File: config.mk
export PLATFORM = sky130hd
export DESIGN_NAME = rqlh_front
export DESIGN_NICKNAME = d
export VERILOG_FILES = /design/src/rtl/rqlh_pkg.sv /design/src/rtl/rqlh_front.sv
export SDC_FILE = /design/constraint.sdc
export NUM_CORES = 1
export LEC_CHECK = 0
export ABC_AREA = 1
export BUFFER_PORTS_ARGS = -buffer_cell sky130_fd_sc_hd__buf_2
export CAP_MARGIN = 30
export CORE_MARGIN = 2
export CORE_UTILIZATION = 35
export DETAILED_ROUTE_END_ITERATION = 7
export PLACE_DENSITY_LB_ADDON = 0.05
export SYNTH_ARGS = -nofsm -noshare
export SYNTH_HDL_FRONTEND = slang
export SYNTH_SLANG_ARGS = --single-unit
File: constraint.sdc
create_clock -name i_clk -period 34.7 [get_ports i_clk]
set_input_delay 0 -clock i_clk [delete_from_list [all_inputs] [get_ports i_clk]]
set_output_delay 0 -clock i_clk [all_outputs]
set_load 0.03 [all_outputs]
File: src/rtl/rqlh_pkg.sv
// Shared types and constants for the run queue latency histogram.
`default_nettype none
package rqlh_pkg;

    localparam int WAIT_SLOTS_DEF  = 1024;
    localparam int GROUP_SLOTS_DEF = 256;
    localparam int COUNT_BITS_DEF  = 32;

    localparam int ID_BITS      = 22;
    localparam int TIME_BITS    = 64;
    localparam int KEY_BITS     = 64;
    localparam int OUT_BITS     = 32;
    localparam int EDGE_BITS    = 32;
    localparam int NCNT         = 6;
    localparam int CFG_IDX_BITS = 2;

    localparam logic [2:0] OP_WAKEUP      = 3'd0;
    localparam logic [2:0] OP_SWITCH      = 3'd1;
    localparam logic [2:0] OP_EXIT        = 3'd2;
    localparam logic [2:0] OP_GRP_REMOVE  = 3'd3;
    localparam logic [2:0] OP_READ_GRP    = 3'd4;
    localparam logic [2:0] OP_READ_GLOBAL = 3'd5;

    localparam logic [1:0] ST_DONE     = 2'd0;
    localparam logic [1:0] ST_FULL     = 2'd1;
    localparam logic [1:0] ST_NO_TIME  = 2'd2;
    localparam logic [1:0] ST_NO_GROUP = 2'd3;

    localparam logic [2:0] CNT_VOL   = 3'd0;
    localparam logic [2:0] CNT_INVOL = 3'd1;
    localparam logic [2:0] CNT_B1    = 3'd2;
    localparam logic [2:0] CNT_B2    = 3'd3;
    localparam logic [2:0] CNT_B3    = 3'd4;
    localparam logic [2:0] CNT_B4    = 3'd5;

    localparam logic [CFG_IDX_BITS-1:0] CFG_EDGE_ONE   = 2'd0;
    localparam logic [CFG_IDX_BITS-1:0] CFG_EDGE_TWO   = 2'd1;
    localparam logic [CFG_IDX_BITS-1:0] CFG_EDGE_THREE = 2'd2;

    localparam logic [EDGE_BITS-1:0] EDGE_ONE_RST   = 32'd10000000;
    localparam logic [EDGE_BITS-1:0] EDGE_TWO_RST   = 32'd20000000;
    localparam logic [EDGE_BITS-1:0] EDGE_THREE_RST = 32'd50000000;

    typedef struct packed {
        logic [2:0]           opcode;
        logic [TIME_BITS-1:0] now_ns;
        logic [ID_BITS-1:0]   prev_id;
        logic                 prev_runnable;
        logic [KEY_BITS-1:0]  prev_group;
        logic [ID_BITS-1:0]   next_id;
        logic [KEY_BITS-1:0]  next_group;
    } t_in;

    typedef struct packed {
        logic [1:0]          status;
        logic [OUT_BITS-1:0] voluntary_count;
        logic [OUT_BITS-1:0] involuntary_count;
        logic [OUT_BITS-1:0] bucket_one_count;
        logic [OUT_BITS-1:0] bucket_two_count;
        logic [OUT_BITS-1:0] bucket_three_count;
        logic [OUT_BITS-1:0] bucket_four_count;
    } t_out;

    typedef struct packed {
        t_in  item;
        logic f_store;
        logic f_prev_grp;
        logic f_next;
        logic f_exit;
        logic f_grm;
        logic f_grd;
        logic f_gbl;
    } t_cmd;

    typedef struct packed {
        logic pop;
        logic clearing;
    } t_bstat;

endpackage
`default_nettype wire

File: src/rtl/rqlh_front.sv
// Front end: takes items, decodes them into commands and queues them.
`default_nettype none
module rqlh_front
    import rqlh_pkg::*;
(
    input  wire logic   i_clk,
    input  wire logic   i_rst_n,
    input  wire logic   i_start,
    input  wire t_in    i_item,
    input  wire t_bstat i_bstat,
    output logic        o_busy,
    output logic        o_cmd_vld,
    output t_cmd        o_cmd
);

    t_cmd       r_q [2];
    logic       r_wp;
    logic       r_rp;
    logic [1:0] r_cnt;
    t_cmd       c_cmd;
    logic       c_push;
    logic       c_pid_nz;
    logic       c_nid_nz;

    always_comb begin
        c_pid_nz         = |i_item.prev_id;
        c_nid_nz         = |i_item.next_id;
        c_cmd.item       = i_item;
        c_cmd.f_store    = ((i_item.opcode == OP_WAKEUP) && c_pid_nz) ||
                           ((i_item.opcode == OP_SWITCH) && i_item.prev_runnable && c_pid_nz);
        c_cmd.f_prev_grp = (i_item.opcode == OP_SWITCH) && c_pid_nz && (|i_item.prev_group);
        c_cmd.f_next     = (i_item.opcode == OP_SWITCH) && c_nid_nz;
        c_cmd.f_exit     = i_item.opcode == OP_EXIT;
        c_cmd.f_grm      = i_item.opcode == OP_GRP_REMOVE;
        c_cmd.f_grd      = i_item.opcode == OP_READ_GRP;
        c_cmd.f_gbl      = i_item.opcode == OP_READ_GLOBAL;
    end

    assign o_busy    = (r_cnt == 2'd2) || i_bstat.clearing;
    assign c_push    = i_start && !o_busy;
    assign o_cmd_vld = r_cnt != 2'd0;
    assign o_cmd     = r_q[r_rp];

    always_ff @(posedge i_clk) begin
        if (c_push) begin
            r_q[r_wp] <= c_cmd;
        end
    end

    always_ff @(posedge i_clk) begin
        if (!i_rst_n) begin
            r_wp  <= 1'b0;
            r_rp  <= 1'b0;
            r_cnt <= 2'd0;
        end else begin
            if (c_push) begin
                r_wp <= !r_wp;
            end
            if (i_bstat.pop) begin
                r_rp <= !r_rp;
            end
            r_cnt <= r_cnt + {1'b0, c_push} - {1'b0, i_bstat.pop};
        end
    end

endmodule
`default_nettype wire

-- Word level (Yosys, flattened, before mapping)
Memory sizes are Yosys's and may differ from the RTL's. A register that Yosys moved wholly into a read port is not among the register bits.
Index checks and enable logic that the tools add are counted.
- RAM bits: 494
- flip-flop bits (word level): 4
- logic and storage cells: 33
- memories kept: 1
- output and inout bits: 249
- memory list (name ; words ; width ; read ports ; clocked after Yosys merged registers in ; wr ports ; line ; text):
    r_q ; 2 ; 247 ; 1 ; 1 ; 1 ; rqlh_front.sv:16 ; t_cmd r_q [2];
- equality and inequality tests: 6
- reduce and logical (&&, ||, !) cells: 17
- muxes and demuxes: 4
- $add $sub $neg: 2
- operator list (kind ; number):
    64-bit OR reduction ; 1
    22-bit OR reduction ; 2
    1-bit logical AND ; 7
    3-bit by 2-bit == test with 1-bit output (second input constant) ; 2
    3-bit == test (second input constant) ; 2
    1-bit 2-to-1 mux ; 4
    3-bit by 1-bit == test with 1-bit output (second input constant) ; 1
    1-bit zero test ; 3
    3-bit zero test ; 1
    2-bit by 1-bit adder with 2-bit output ; 1
    2-bit == test (second input constant) ; 1
    1-bit logical OR ; 2
    2-bit nonzero test ; 1
    2-bit by 1-bit subtractor with 2-bit output ; 1

-- Depth between registers and ports, before layout
Gate-level depths: netlist of run 1.
- word-level depth: 6
- depth in mapped cells: 9
- gate-level depth less buffers: 9

-- Worst setup path after synthesis of run 1
No wires, ideal clock.
- path type: register to register
- start: register r_cnt[0]
- end: memory r_q[0][0] (netlist bit) (enable)
- data required time: 33.839 ns
- setup slack: 23.030 ns
- stages on the path, launching flop included: 5
- period minus slack after synthesis: 11.670 ns
- data arrival time: 10.810 ns
- cells stage by stage: dfxtp_1 inv_1 nand2_1 nand3_1 nor2_1
- cells in the longest elaborated chain, start to end: 6
- RTL lines (item ; line ; text):
    start, declared ; rqlh_front.sv:19 ; logic [1:0] r_cnt;
    start signal, assigned ; rqlh_front.sv:62 ; r_cnt <= r_cnt + {1'b0, c_push} - {1'b0, i_bstat.pop};
    2-bit == test ; rqlh_front.sv:39 ; assign o_busy = (r_cnt == 2'd2) || i_bstat.clearing;
    1-bit logical OR ; rqlh_front.sv:39 ;
    1-bit zero test ; rqlh_front.sv:40 ; assign c_push = i_start && !o_busy;
    1-bit logical AND ; rqlh_front.sv:40 ;
    1-bit 2-to-1 mux ; rqlh_front.sv:45 ; if (c_push) begin
    1-bit 2-to-1 mux (not written as such) ; rqlh_front.sv:46 ; r_q[r_wp] <= c_cmd;
    end, declared ; rqlh_front.sv:16 ;
No other way between the ends.

-- Worst setup path after layout of run 1
- start: register r_cnt[0]
- end: memory r_q[1][97] (netlist bit) (enable)
The elaborated chain is that of the path after synthesis.

==> impl_summary.md, run 1 <==
Critical path
The cell depth of the worst flop-to-flop path is 7. The logic depth of the worst path, buffers included is 7. The cell repeated most along the worst path is sky130_fd_sc_hd__buf_4.

The kind of critical path is reg2reg. In this design, the stage delay of the slowest critical-path cell is 0.84 ns. The arrival time at the worst endpoint is 4.01 ns. Counting both buffers and inverters, the worst setup path holds a total of 4. Walking the worst path, the cells encountered are inv_1 > nand2_1 > nand3_1 > nor2_4 > buf_4 > buf_4 > buf_4. The required time of the worst setup path is 34.91 ns. The kind of end point of the critical path is a flip-flop.

The peak fanout along the critical path is 67. Grouping stages by cell kind, the critical path spends the most delay in buffers and inverters. On the critical path, the stage with the largest delay is an instance of sky130_fd_sc_hd__buf_4.

The kind of start point of the critical path is a flip-flop.

Status
The run finished with clean final reports.

Hold path
The type of the tightest min-delay check is in2reg. The worst hold path passes through 4 cells.

Timing
The portion of the clock cycle consumed by the worst path in the final layout is 11.0%. The worst clock skew is 0.00892 ns. Setup repair after global routing left no endpoint under its margin. Final hold analysis gives a worst-case slack of 0.0561 ns. Setup violations remaining at the end of the flow were counted as 0. The final number of max-transition violations is 0. The worst relative slew slack is 34.9%. The setup TNS is 0 ns. The number of hold violations in the final report is 0. The highest clock rate is 263 MHz.

After layout, the minimum clock period comes to 3.80 ns. The slew at the pin with the worst max-slew slack is 0.976 ns.

Synthesis
Counting flops and latches in the post-synthesis netlist gives 499. The area of the mapped netlist is 18,600 um^2. Sequential cells were found to cover 80.4% of the synthesized design area. The cell count after synthesis came out at 909. The leading area contributor after synthesis is sky130_fd_sc_hd__edfxtp_1. In this run, distinct cell masters in the synthesized netlist total 19.

The average instance area after synthesis is 20.4 um^2. The fraction of synthesized cell area taken by the top area cell type is 79.9%. By area the synthesized netlist is led by sky130_fd_sc_hd__edfxtp_1, sky130_fd_sc_hd__mux2_2, sky130_fd_sc_hd__buf_6, sky130_fd_sc_hd__nor2_1, sky130_fd_sc_hd__nand2_1. The count of yosys warnings during synthesis is 0. Counting every net in the synthesized netlist gives 1,156.

Floorplan
The count of boundary I/O pins is 494. The floorplan has 84 rows. For this configuration, the core starts out at a cell density of 35.3%. The y dimension of the die is 234 um. The die span in x is 234 um. The core area is 52,600 um^2. The die covers 54,900 um^2.

Placed design
The congestion estimate from routability-driven global placement came to 0.740. The count of buffers inserted at the top-level ports is 493. The post-detailed-placement half-perimeter wirelength is 31,500 um.

Clocking
The H-tree was split into 2 levels. In this run, post-CTS hold repair placed 245 buffers. TritonCTS built the clock tree. The clock tree root driver cell is sky130_fd_sc_hd__clkbuf_16.

After clock tree synthesis, the setup repair step added 0 buffers. The buffer depth of the longest clock path is 3. The insertion delay to the later sink of the worst-skew pair is 0.58 ns. Clock tree synthesis found a total of 499 sinks. The TritonCTS buffer count is 54. The post-cts sizing count is 0.

After clock tree synthesis, the clock-pin slew on the worst setup and hold paths is 0.06 ns.

Power and ir drop
The total power density per cell area is 55.0 nW/um^2. In this run the static leakage power is 9.63 nW. Summed over all nets, the switching power comes to 0.000343 W. The design internal power is 0.00108 W.

The combinational share of power is 12.9%. IR analysis of the VDD net gives a maximum drop of 38.9 uV. The power share of the sequential group is 49.0%. In this run, the clock network consumes 38.1% of the power. Net switching is 24.0% of the power.

GRT
The sum of overflow across all layers after global routing is 0. The wire length of the first global-routing pass is 67,300 um. Entering global routing, the biggest net connects 68 pins.

The overall track demand over capacity in global routing is 16.5%. The initial antenna violation count is 2. The via count of the first global-routing pass came to 11,200.

Finish
The post-route netlist has 48.1% of its cells at a drive strength greater than 1. The layout has 4,645 filler cells. The top cell types in the final layout, fill and taps aside, are sky130_fd_sc_hd__edfxtp_1, sky130_fd_sc_hd__buf_2, sky130_fd_sc_hd__mux2_2, sky130_fd_sc_hd__dlygate4sd3_1, sky130_fd_sc_hd__nor2_1. Relative to the synthesized area, the layout overhead comes to 39.6%. The most common library cell in the layout ignoring fill and taps is sky130_fd_sc_hd__edfxtp_1. After the last flow step, the layout net total stands at 1,937.

Drt
The total routed wirelength is 47,200 um. In this run the remaining antenna-violating nets after routing total 0. In this run, the number of DRC markers left after iteration 0 of detailed routing was 449.

The count of vias placed by the detailed router is 10,800. The mean number of vias per cell is 4.46. The detailed-router iteration count before antenna repair is 4. The detail-routed net length per standard cell is 19.5 um. The remaining design rule violation count is 0.

Flow run
The max capacitance violation total is 0.
[power by group through the flow]
stage                     Combinational, W  Clock (W)  Sequential [W]
after floorplan                   0.000105          0        0.000720
after CTS                         0.000188   0.000559        0.000699
final                             0.000184   0.000543        0.000699
after detailed placement          0.000163          0        0.000712
after global routing              0.000197   0.000582        0.000701
after global placement            0.000162          0        0.000711
[stage by stage]
step	utilization [%]	cells	power (W)	area, um^2	worst slack [ns]
2_1_floorplan	-	909	0.000825	18600	23.03
3_3_place_gp	41.3	2074	0.000873	21700	30.76
3_5_place_dp	41.5	2077	0.000875	21800	30.81
4_1_cts	49.3	2419	0.00145	25900	30.82
5_1_grt	49.4	2421	0.00148	25900	30.62
6_report	49.4	2422	0.00143	25900	30.90
[synth_stat cells (all sizes together)]
cell type and number:
edfxtp 494, mux2 247, nor2 71, nand2 32
buf 27, inv 11, dfxtp 5, nor3 5
a21oi 3, nand3 3, ha 2, nand4 2
o21ai 2, or2 2, nor4 1, o211ai 1
xnor2 1
[metal layers]
metal  share of wire [%]  vias to the layer above  track usage, %
met2                  48                      315            27.1
li1                    -                     5089               -
met1                  42                     5331            20.8
met5                   0                        -               0
met4                 2.5                        0            4.83
met3                 7.8                       79            5.58
[state kept, by name, indices dropped and copies added (netlist names), named ones only]
signal	flops
r_q	494
r_rp	1
r_wp	1
r_cnt	2
[path summary, 6_finish.rpt]
check / startpoint / to / slack (ns)
hold / removal: i_start / r_wp / 0.06
setup / recovery: r_cnt[0] / r_q[1][97] / 30.90
setup reg to reg: r_cnt[0] / r_q[1][97] / 30.90
hold reg to reg: r_rp / r_rp / 0.50
[final cells by class]
| cell class | count | area (um^2) | area share (%) |
|---|---|---|---|
| multi-input cells | 372 | 3320 | 12.8 |
| diodes | 3 | 7.51 | 0.0289 |
| clock buffers | 76 | 1570 | 6.04 |
| clock inverters | 21 | 115 | 0.444 |
| flip-flops and latches | 499 | 14900 | 57.6 |
| inverters | 11 | 41.3 | 0.159 |
| well taps | 688 | 861 | 3.32 |
| repair buffers | 752 | 5080 | 19.6 |
[worst min-delay path: stages]
cell and delay [ns]:
sky130_fd_sc_hd__buf_2 0.10, sky130_fd_sc_hd__nand3_1 0.27, sky130_fd_sc_hd__o21ai_0 0.12, sky130_fd_sc_hd__a21oi_1 0.11
[logic make-up after synthesis]
| family | count (synthesis) | share of synthesized area [%] |
|---|---|---|
| DFF | 499 | 80.4 |
| muxes | 247 | 15.0 |
| and+or+nand+nor | 116 | 2.47 |
| buffers and inverters | 38 | 1.81 |
| AOI/OAI and AO/OA | 6 | 0.175 |
| adders and majority gates | 2 | 0.135 |
| xor gates and xnor gates | 1 | 0.0472 |
No activity file was read; power rests on OpenSTA's default activity.
==> inputs of run 2 (changes only) <==
--- a/config.mk
+++ b/config.mk
@@ -5,7 +5,7 @@
 export SDC_FILE = /design/constraint.sdc
 export NUM_CORES = 1
 export LEC_CHECK = 0
-export ABC_AREA = 1
+export ABC_AREA = 0
 export BUFFER_PORTS_ARGS = -buffer_cell sky130_fd_sc_hd__buf_2
 export CAP_MARGIN = 30
 export CORE_MARGIN = 2
==> constraint.sdc (replaced) <==
create_clock -name i_clk -period 3.2 [get_ports i_clk]
set_input_delay 0 -clock i_clk [delete_from_list [all_inputs] [get_ports i_clk]]
set_output_delay 0 -clock i_clk [all_outputs]
set_load 0.03 [all_outputs]
==> impl_summary.md, run 2 <==
Critical path
The required time of the worst setup path is 3.20 ns (-31.71 ns). The endpoint identified for the worst register-to-register timing path is r_q[0][203]. The worst register-to-register path begins at r_cnt[1]. In this run the worst setup path terminates at o_cmd[48].

The arrival time at the worst endpoint is 2.45 ns (-1.56 ns). The worst setup path is of the reg2out kind. The kind of end point of the critical path is an output pin. STA classifies the critical path startpoint as a flip-flop. The setup slack of the most critical reg-to-reg path came to 1.17 ns (-29.73 ns). The cell depth of the worst flop-to-flop path is 4 (-3). The peak fanout along the critical path was 66 (-1.5%).

Finish
The filler cell count in the final layout was 4,479 (-3.6%). The share of cells above drive strength 1 is 50.4% (+2.4 points). In the layout the commonest cells are sky130_fd_sc_hd__edfxtp_1, sky130_fd_sc_hd__buf_2, sky130_fd_sc_hd__mux2_2, sky130_fd_sc_hd__dlygate4sd3_1, sky130_fd_sc_hd__clkbuf_16.

The number of nets in the layout is 1,882 (-2.8%). The final core utilization was 50.6% (+1.2 points). The number of flip-flops under the largest register name is 494 (unchanged).

The library cell used most frequently in the layout, excluding fill and tap cells, is sky130_fd_sc_hd__edfxtp_1. The area growth from synthesis to layout is 42.5%. The combined flip-flop and latch cell area was 14,900 um^2 (about the same). The largest registers in the layout are r_q x494, r_cnt x2.

The register with the highest flop count is r_q. The area of the multi-input gates is 3210 um^2 (-3.4%).

Drt
The wire length on met3 was 3730 um (+1.9%). The mean number of vias per cell is 4.55 (+2.0%). The detailed router's first-iteration violation count is 438 (-2.4%). The total routed wirelength is 48,300 um (+2.3%).

The met1 wire length is 19,200 um (-2.0%). The remaining design rule violation count was 0 (unchanged). The count of nets left with antenna violations after detail routing was 0 (unchanged). The detailed-router iteration count before antenna repair was 4 (unchanged). The top layer reached by signal wires is met4. The count of vias placed by the detailed router came to 10,800 (-0.56%).

The detail-routed net length per standard cell is 20.5 um (+4.9%). The total length of routed met2 wires is 23,600 um (+3.6%).

Clocking
The total number of clock tree sinks is 499 (unchanged). The clock tree from TritonCTS is yes. The tree is rooted in a sky130_fd_sc_hd__clkbuf_16. The post-cts sizing count came to 0 (unchanged).

The buffer count from post-CTS setup fixing is 0 (unchanged). The insertion delay to the later sink of the worst-skew pair came to 0.59 ns (about the same). The TritonCTS buffer count is 54 (unchanged). The quantity of hold-fixing buffers added after cts is 243 (-0.82%). The maximum level of the CTS H-tree is 2 (unchanged). The clock input transition at the sequential cells of the worst setup and hold paths is 0.06 ns (about the same). The buffer depth of the longest clock path was 3 (unchanged).

Power and ir drop
The combinational share of power was 15.6% (+2.7 points). The total power density per cell area was 611 nW/um^2 (+1000%). The power dissipated by switching net loads came to 0.00404 W (+1100%). The switching part of the total is 25.3% (+1.3 points).

The worst supply voltage drop on vdd came to 389 uV (+900%). The standby leakage power is 9.58 nW (-0.49%). The power share of the sequential group came to 48.1% (-0.9 points). The design internal power is 0.0119 W (+1000%). The relative contribution of the clock network to total power is 36.3% (-1.8 points).

Placed design
The placer's final routability congestion estimate is 0.741 (+0.16%). The count of buffers inserted at the top-level ports came to 493 (unchanged). The post-detailed-placement half-perimeter wirelength is 33,300 um (+5.8%).

Synthesis
The count of yosys warnings during synthesis is 0 (unchanged). The post-synth net total was 1,086 (-6.1%). Among all flip-flop cells after synthesis, the most frequent one is sky130_fd_sc_hd__edfxtp_1.

The fraction of synthesized cell area taken by the top area cell type was 81.1% (+1.3 points). The flip-flop and latch count after synthesis was 499 (unchanged). By area the synthesized netlist is led by sky130_fd_sc_hd__edfxtp_1, sky130_fd_sc_hd__mux2_2, sky130_fd_sc_hd__nor4_1, sky130_fd_sc_hd__buf_2, sky130_fd_sc_hd__dfxtp_1. The share of the yosys chip area belonging to registers is 81.7% (+1.3 points).

In the post-synthesis netlist, the cell with the most instances is sky130_fd_sc_hd__edfxtp_1. The area of the mapped netlist is 18,300 um^2 (-1.5%). The commonest cells after synthesis are sky130_fd_sc_hd__edfxtp_1, sky130_fd_sc_hd__mux2_2, sky130_fd_sc_hd__nor4_1.

The leading area contributor after synthesis is sky130_fd_sc_hd__edfxtp_1. The number of cells produced by synthesis is 839 (-7.7%). The share of async-settable or async-resettable flops after synthesis is 0% (unchanged). The number of enable flip-flop cells after synthesis is 494 (unchanged). The number of library cell types mapped by synthesis was 23 (+4). The average instance area after synthesis is 21.8 um^2 (+6.7%).

Timing
Counting I/O delays and the setup requirement, the final critical path takes 2.45 ns. The final number of max-transition violations is 0 (unchanged). The portion of the clock cycle consumed by the worst path in the final layout is 76.6%. The slew at the pin with the worst max-slew slack is 0.874 ns (-0.102 ns). Setup repair after global routing left no endpoint under its margin. The final count of negative-setup-slack endpoints came to 0 (unchanged).

The worst relative slew slack was 41.6% (+6.7 points). The number of hold violations in the final report is 0 (unchanged). The setup TNS is 0 ns (unchanged). The highest clock rate is 408 MHz.

The worst clock skew is 0.0176 ns (+0.00872 ns).

GRT
The wire length of the first global-routing pass was 70,300 um (+4.5%). The sum of overflow across all layers after global routing is 0 (unchanged). The initial antenna violation count is 3 (+1). The maximum number of pins on one net before global-route repair is 67 (-1.5%). The overall track demand over capacity in global routing is 17.4% (+0.87 points). The via count of the first global-routing pass is 11,700 (+4.1%).

Flow run
The max capacitance violation total is 0 (unchanged).

Floorplan
The count of boundary I/O pins was 494 (unchanged). The y dimension of the die came to 233 um (-0.76%). The effective utilization at floorplan was 35.5% (+0.16 points). The number of cell rows is 83 (-1.2%).

The core area is 51,500 um^2 (-2.0%). The die span in x is 233 um (-0.76%). The area of the die is 54,100 um^2 (-1.5%).

Hold path
The min-delay analysis places its worst path in the category in2reg. The instance count along the most critical hold path is 4 (unchanged).

Status
The run finished with clean final reports.
run 2: changes by cell type in the layout (fill, tap and decap cells not counted), moves of 8 or more:
cell	previous run	this run
sky130_fd_sc_hd__buf_12	0	20
sky130_fd_sc_hd__clkinv_1	12	20
sky130_fd_sc_hd__nand2_1	32	1
sky130_fd_sc_hd__nor2_1	69	3
sky130_fd_sc_hd__nor4_1	1	26
run 2: power groups by stage:
stage	Clock, W	Sequential [W]	Combinational (W)
after CTS	0.00597	0.00767	0.00252
final	0.00579	0.00766	0.00248
after detailed placement	0	0.00780	0.00226
after global placement	0	0.00779	0.00226
after global routing	0.00621	0.00769	0.00263
after floorplan	0	0.00781	0.00141
run 2: cell type report:
type                       count  share of cell area, %
inverter                       5                 0.0720
tap                          680                   3.26
clock inverter                32                  0.830
timing repair buffer         767                   20.7
multi-input combinational    308                   12.3
sequential                   499                   57.3
antenna                        4                 0.0384
clock buffer                  66                   5.44
run 2: metal layers:
layer,track usage (%),vias up
li1,-,4991
met1,20.7,5325
met2,29.3,347
met3,5.40,90
met4,7.25,0
met5,0,-
run 2: worst min path at each step:
stage	start	end	slack, ns
floorplan	i_item[93]	r_q[0][100]	0.1
global placement	i_item[5]	r_q[0][12]	0.19
detailed placement	i_item[22]	r_q[1][29]	0.19
CTS	i_start	r_wp	0.07
global route	i_item[210]	r_q[0][217]	0.12
finish	i_start	r_wp	0.11
run 2: kinds of logic (layout without fill, tap and decap cells):
| logic type | Yosys count | count (layout) | synth area share [%] |
|---|---|---|---|
| multiplexers | 247 | 247 | 15.2 |
| buffers and inverters | 32 | 870 | 0.883 |
| flip-flops | 499 | 499 | 81.7 |
| AND/OR/NAND/NOR | 52 | 52 | 1.83 |
| XOR/XNOR | 3 | 3 | 0.144 |
| AO/OA/AOI/OAI | 4 | 4 | 0.137 |
| other | 0 | 4 | 0 |
| adder cells (fa/ha/maj) | 2 | 2 | 0.137 |
run 2: critical path, cell delays in order (launching register included):
cell and delay (ns):
sky130_fd_sc_hd__dfxtp_4 0.77, sky130_fd_sc_hd__buf_12 0.38, sky130_fd_sc_hd__mux2_2 0.41, sky130_fd_sc_hd__buf_2 0.18
run 2: through the flow:
step	hold slack, ns	instances	worst slack, ns	total power, W	instance area (um^2)
global placement	0.189	2015	0.978	0.0101	22000
CTS	0.0742	2356	0.662	0.0162	26000
detailed placement	0.192	2015	0.925	0.0101	22000
global route	0.117	2358	0.630	0.0165	26100
finish	0.108	2361	0.749	0.0159	26100
floorplan	0.0989	839	-1.52	0.00921	18300
==> inputs of run 3 (changes only) <==
==> constraint.sdc (replaced) <==
create_clock -name i_clk -period 2.2 [get_ports i_clk]
set_input_delay 0 -clock i_clk [delete_from_list [all_inputs] [get_ports i_clk]]
set_output_delay 0 -clock i_clk [all_outputs]
set_load 0.03 [all_outputs]
==> impl_summary.md, run 3 (synthesis gave the netlist of run 2 again) <==
GRT
The overall track demand over capacity in global routing is 16.9% (-0.47 points). The via count of the first global-routing pass is 11,100 (-5.2%). The wire length of the first global-routing pass is 68,100 um (-3.2%). The initial antenna violation count is 5 (+2). The maximum number of pins on one net before global-route repair is 67 (unchanged).

The sum of overflow across all layers after global routing was 0 (unchanged).

Critical path
The kind of critical path is reg2out. The critical register-to-register path endpoint is r_cnt[1]. The setup slack of the most critical reg-to-reg path came to 0.28 ns (-0.89 ns). The slowest cell on the critical path is sky130_fd_sc_hd__mux2_2.

The required time of the worst setup path was 2.20 ns (-1.00 ns). The worst setup path is captured at an output pin. The peak fanout along the critical path came to 43 (-35%).

The arrival time at the worst endpoint is 2.10 ns (-0.35 ns). The kind of start point of the critical path is a flip-flop. The peak per-stage delay on the critical path is 0.39 ns (-0.38 ns). The launch instance of the worst register-to-register path is r_cnt[1]. Traced cell by cell, the critical path runs through buf_12 > buf_4 > mux2_2 > buf_2.

The cell depth of the worst flop-to-flop path is 8 (+4).

Finish
The share of cells above drive strength 1 is 50.1% (-0.30 points). The filler cell count in the final layout is 4,486 (+0.16%). The post-layout instance area is 25,900 um^2 (-0.47%). The most common library cell in the layout ignoring fill and taps is sky130_fd_sc_hd__edfxtp_1. The area overhead of the layout relative to synthesis is 41.8%. The final core utilization was 50.4% (-0.24 points).

The number of flip-flops under the largest register name was 494 (unchanged). Leaving out fill and tap cells, the most frequent cells in the layout are sky130_fd_sc_hd__edfxtp_1, sky130_fd_sc_hd__buf_2, sky130_fd_sc_hd__mux2_2, sky130_fd_sc_hd__dlygate4sd3_1, sky130_fd_sc_hd__clkbuf_16. The number of nets in the layout is 1,880 (-0.11%). More flip-flops sit in one register than any other, and that register is r_q. The largest registers in the layout are r_q x494, r_cnt x2.

Timing
The worst relative slew slack came to 55.0% (+13 points). The final critical path takes up 95.3% of the cycle. Setup repair after global routing left no endpoint under its margin. The number of hold violations in the final report is 0 (unchanged).

The final count of negative-setup-slack endpoints is 0 (unchanged). The final number of max-transition violations was 0 (unchanged). The worst clock skew was 0.0118 ns (-0.00585 ns). The highest clock rate is 477 MHz.

The slew at the pin with the worst max-slew slack is 0.670 ns (-0.204 ns). The clock period minus worst slack is 2.10 ns. The final worst hold slack is 0.0958 ns (-0.0118 ns).

Placed design
The count of buffers inserted at the top-level ports is 493 (unchanged). The post-detailed-placement half-perimeter wirelength is 32,500 um (-2.5%). The instance area after placement is 21,900 um^2 (about the same). The placer's final routability congestion estimate was 0.760 (+2.5%).

Drt
The detail-routed net length per standard cell was 20.1 um (-1.7%). The detailed-router iteration count before antenna repair is 4 (unchanged). The remaining design rule violation count came to 0 (unchanged). The detailed router's first-iteration violation count is 419 (-4.3%). The count of vias placed by the detailed router is 10,700 (-0.35%). The mean number of vias per cell is 4.55 (-0.18%). The count of nets left with antenna violations after detail routing was 0 (unchanged). The total routed wirelength is 47,400 um (-1.9%).

Clocking
The total number of clock tree sinks is 499 (unchanged). The insertion delay to the later sink of the worst-skew pair was 0.58 ns (about the same). The buffer depth of the longest clock path was 3 (unchanged). The clock input transition at the sequential cells of the worst setup and hold paths came to 0.06 ns (about the same). The buffer count from post-CTS setup fixing came to 0 (unchanged). The clock tree from TritonCTS is yes. The maximum level of the CTS H-tree was 2 (unchanged). The TritonCTS buffer count is 53 (-1.9%).

The clock tree root driver cell is sky130_fd_sc_hd__clkbuf_16.

Flow run
The max capacitance violation total is 0 (unchanged).

Status
The run finished with clean final reports.

Floorplan
The die span in x is 233 um (unchanged). The number of cell rows is 83 (unchanged). The count of boundary I/O pins was 494 (unchanged).

The core area was 51,500 um^2 (unchanged). The y dimension of the die is 233 um (unchanged). The area of the die is 54,100 um^2 (unchanged). The effective utilization at floorplan is 35.5% (unchanged).

Power and ir drop
The worst supply voltage drop on vdd came to 653 uV (+68%). The standby leakage power is 9.53 nW (-0.56%). The total power is 0.0229 W (+44%). The total power density per cell area is 882 nW/um^2 (+44%).

Hold path
The critical hold path startpoint is i_start. The worst hold path terminates at r_wp. The type of the tightest min-delay check is in2reg.

The instance count along the most critical hold path is 4 (unchanged).
==> run 3: cell count changes in the layout (fill, tap and decap cells not counted), sizes merged <==
cell and change:
clkinv -11, dlygate4sd3 -1, clkbuf +13, clkinvlp -1
bufinv -2, diode -2
==> run 3: repair_timing <==
item                                   4_1_cts  5_1_grt
hold buffers                               242        0
endpoints found under the hold margin      499        0
gates resized for setup                      0        0
==> run 3: through the flow <==
step | TNS [ns] | instances | worst slack [ns]
after floorplan | -1243.77 | 839 | -2.52
after global placement | 0 | 2016 | 0.325
after detailed placement | 0 | 2016 | 0.307
after CTS | 0 | 2355 | 0.0408
after global routing | 0 | 2357 | 0.00311
final | 0 | 2357 | 0.104
==> run 3: worst max-delay path by stage <==
stage | end | slack, ns | cells past startpoint
3_3_place_gp | r_cnt[1] | 0.33 | 8
6_report | o_cmd[216] | 0.10 | 4
3_5_place_dp | r_cnt[1] | 0.31 | 8
4_1_cts | o_cmd[208] | 0.04 | 4
5_1_grt | o_cmd[216] | 0.003 | 4
2_1_floorplan | r_q[0][0] | -2.52 | 3
==> run 3: critical path: cells and delay by family, from the launching register on <==
family / cells / cell delay, ns
buf+inv: 3 / 0.72
mux: 1 / 0.39
flops: 1 / 0.35
==> run 3: routing by layer <==
metal	GRT usage (%)	vias to the layer above	wire length, um	share of wire, %
met2	28.3	336	23300	49
met5	0	-	22	0.046
met4	6.41	4	1610	3.4
met3	5.17	100	3650	7.7
li1	-	4978	-	-
met1	20.6	5297	18800	40
==> run 3: area by class of cell <==
cell class	count	area, um^2	share of cell area [%]
multi-input combinational	308	3210	12.4
sequential	499	14900	57.6
antenna	2	5.00	0.0193
timing repair buffer	766	5350	20.6
clock buffer	79	1470	5.65
clock inverter	18	104	0.400
inverter	5	18.8	0.0724
tap	680	851	3.28
==> run 3: where the power goes <==
part	switching, W	leakage [nW]	internal (W)	total (W)
sequential	0.0000947	4.57	0.0110	0.0111
clock	0.00346	0.759	0.00469	0.00815
combinational	0.00222	4.20	0.00140	0.00362
total	0.00578	9.53	0.0171	0.0229
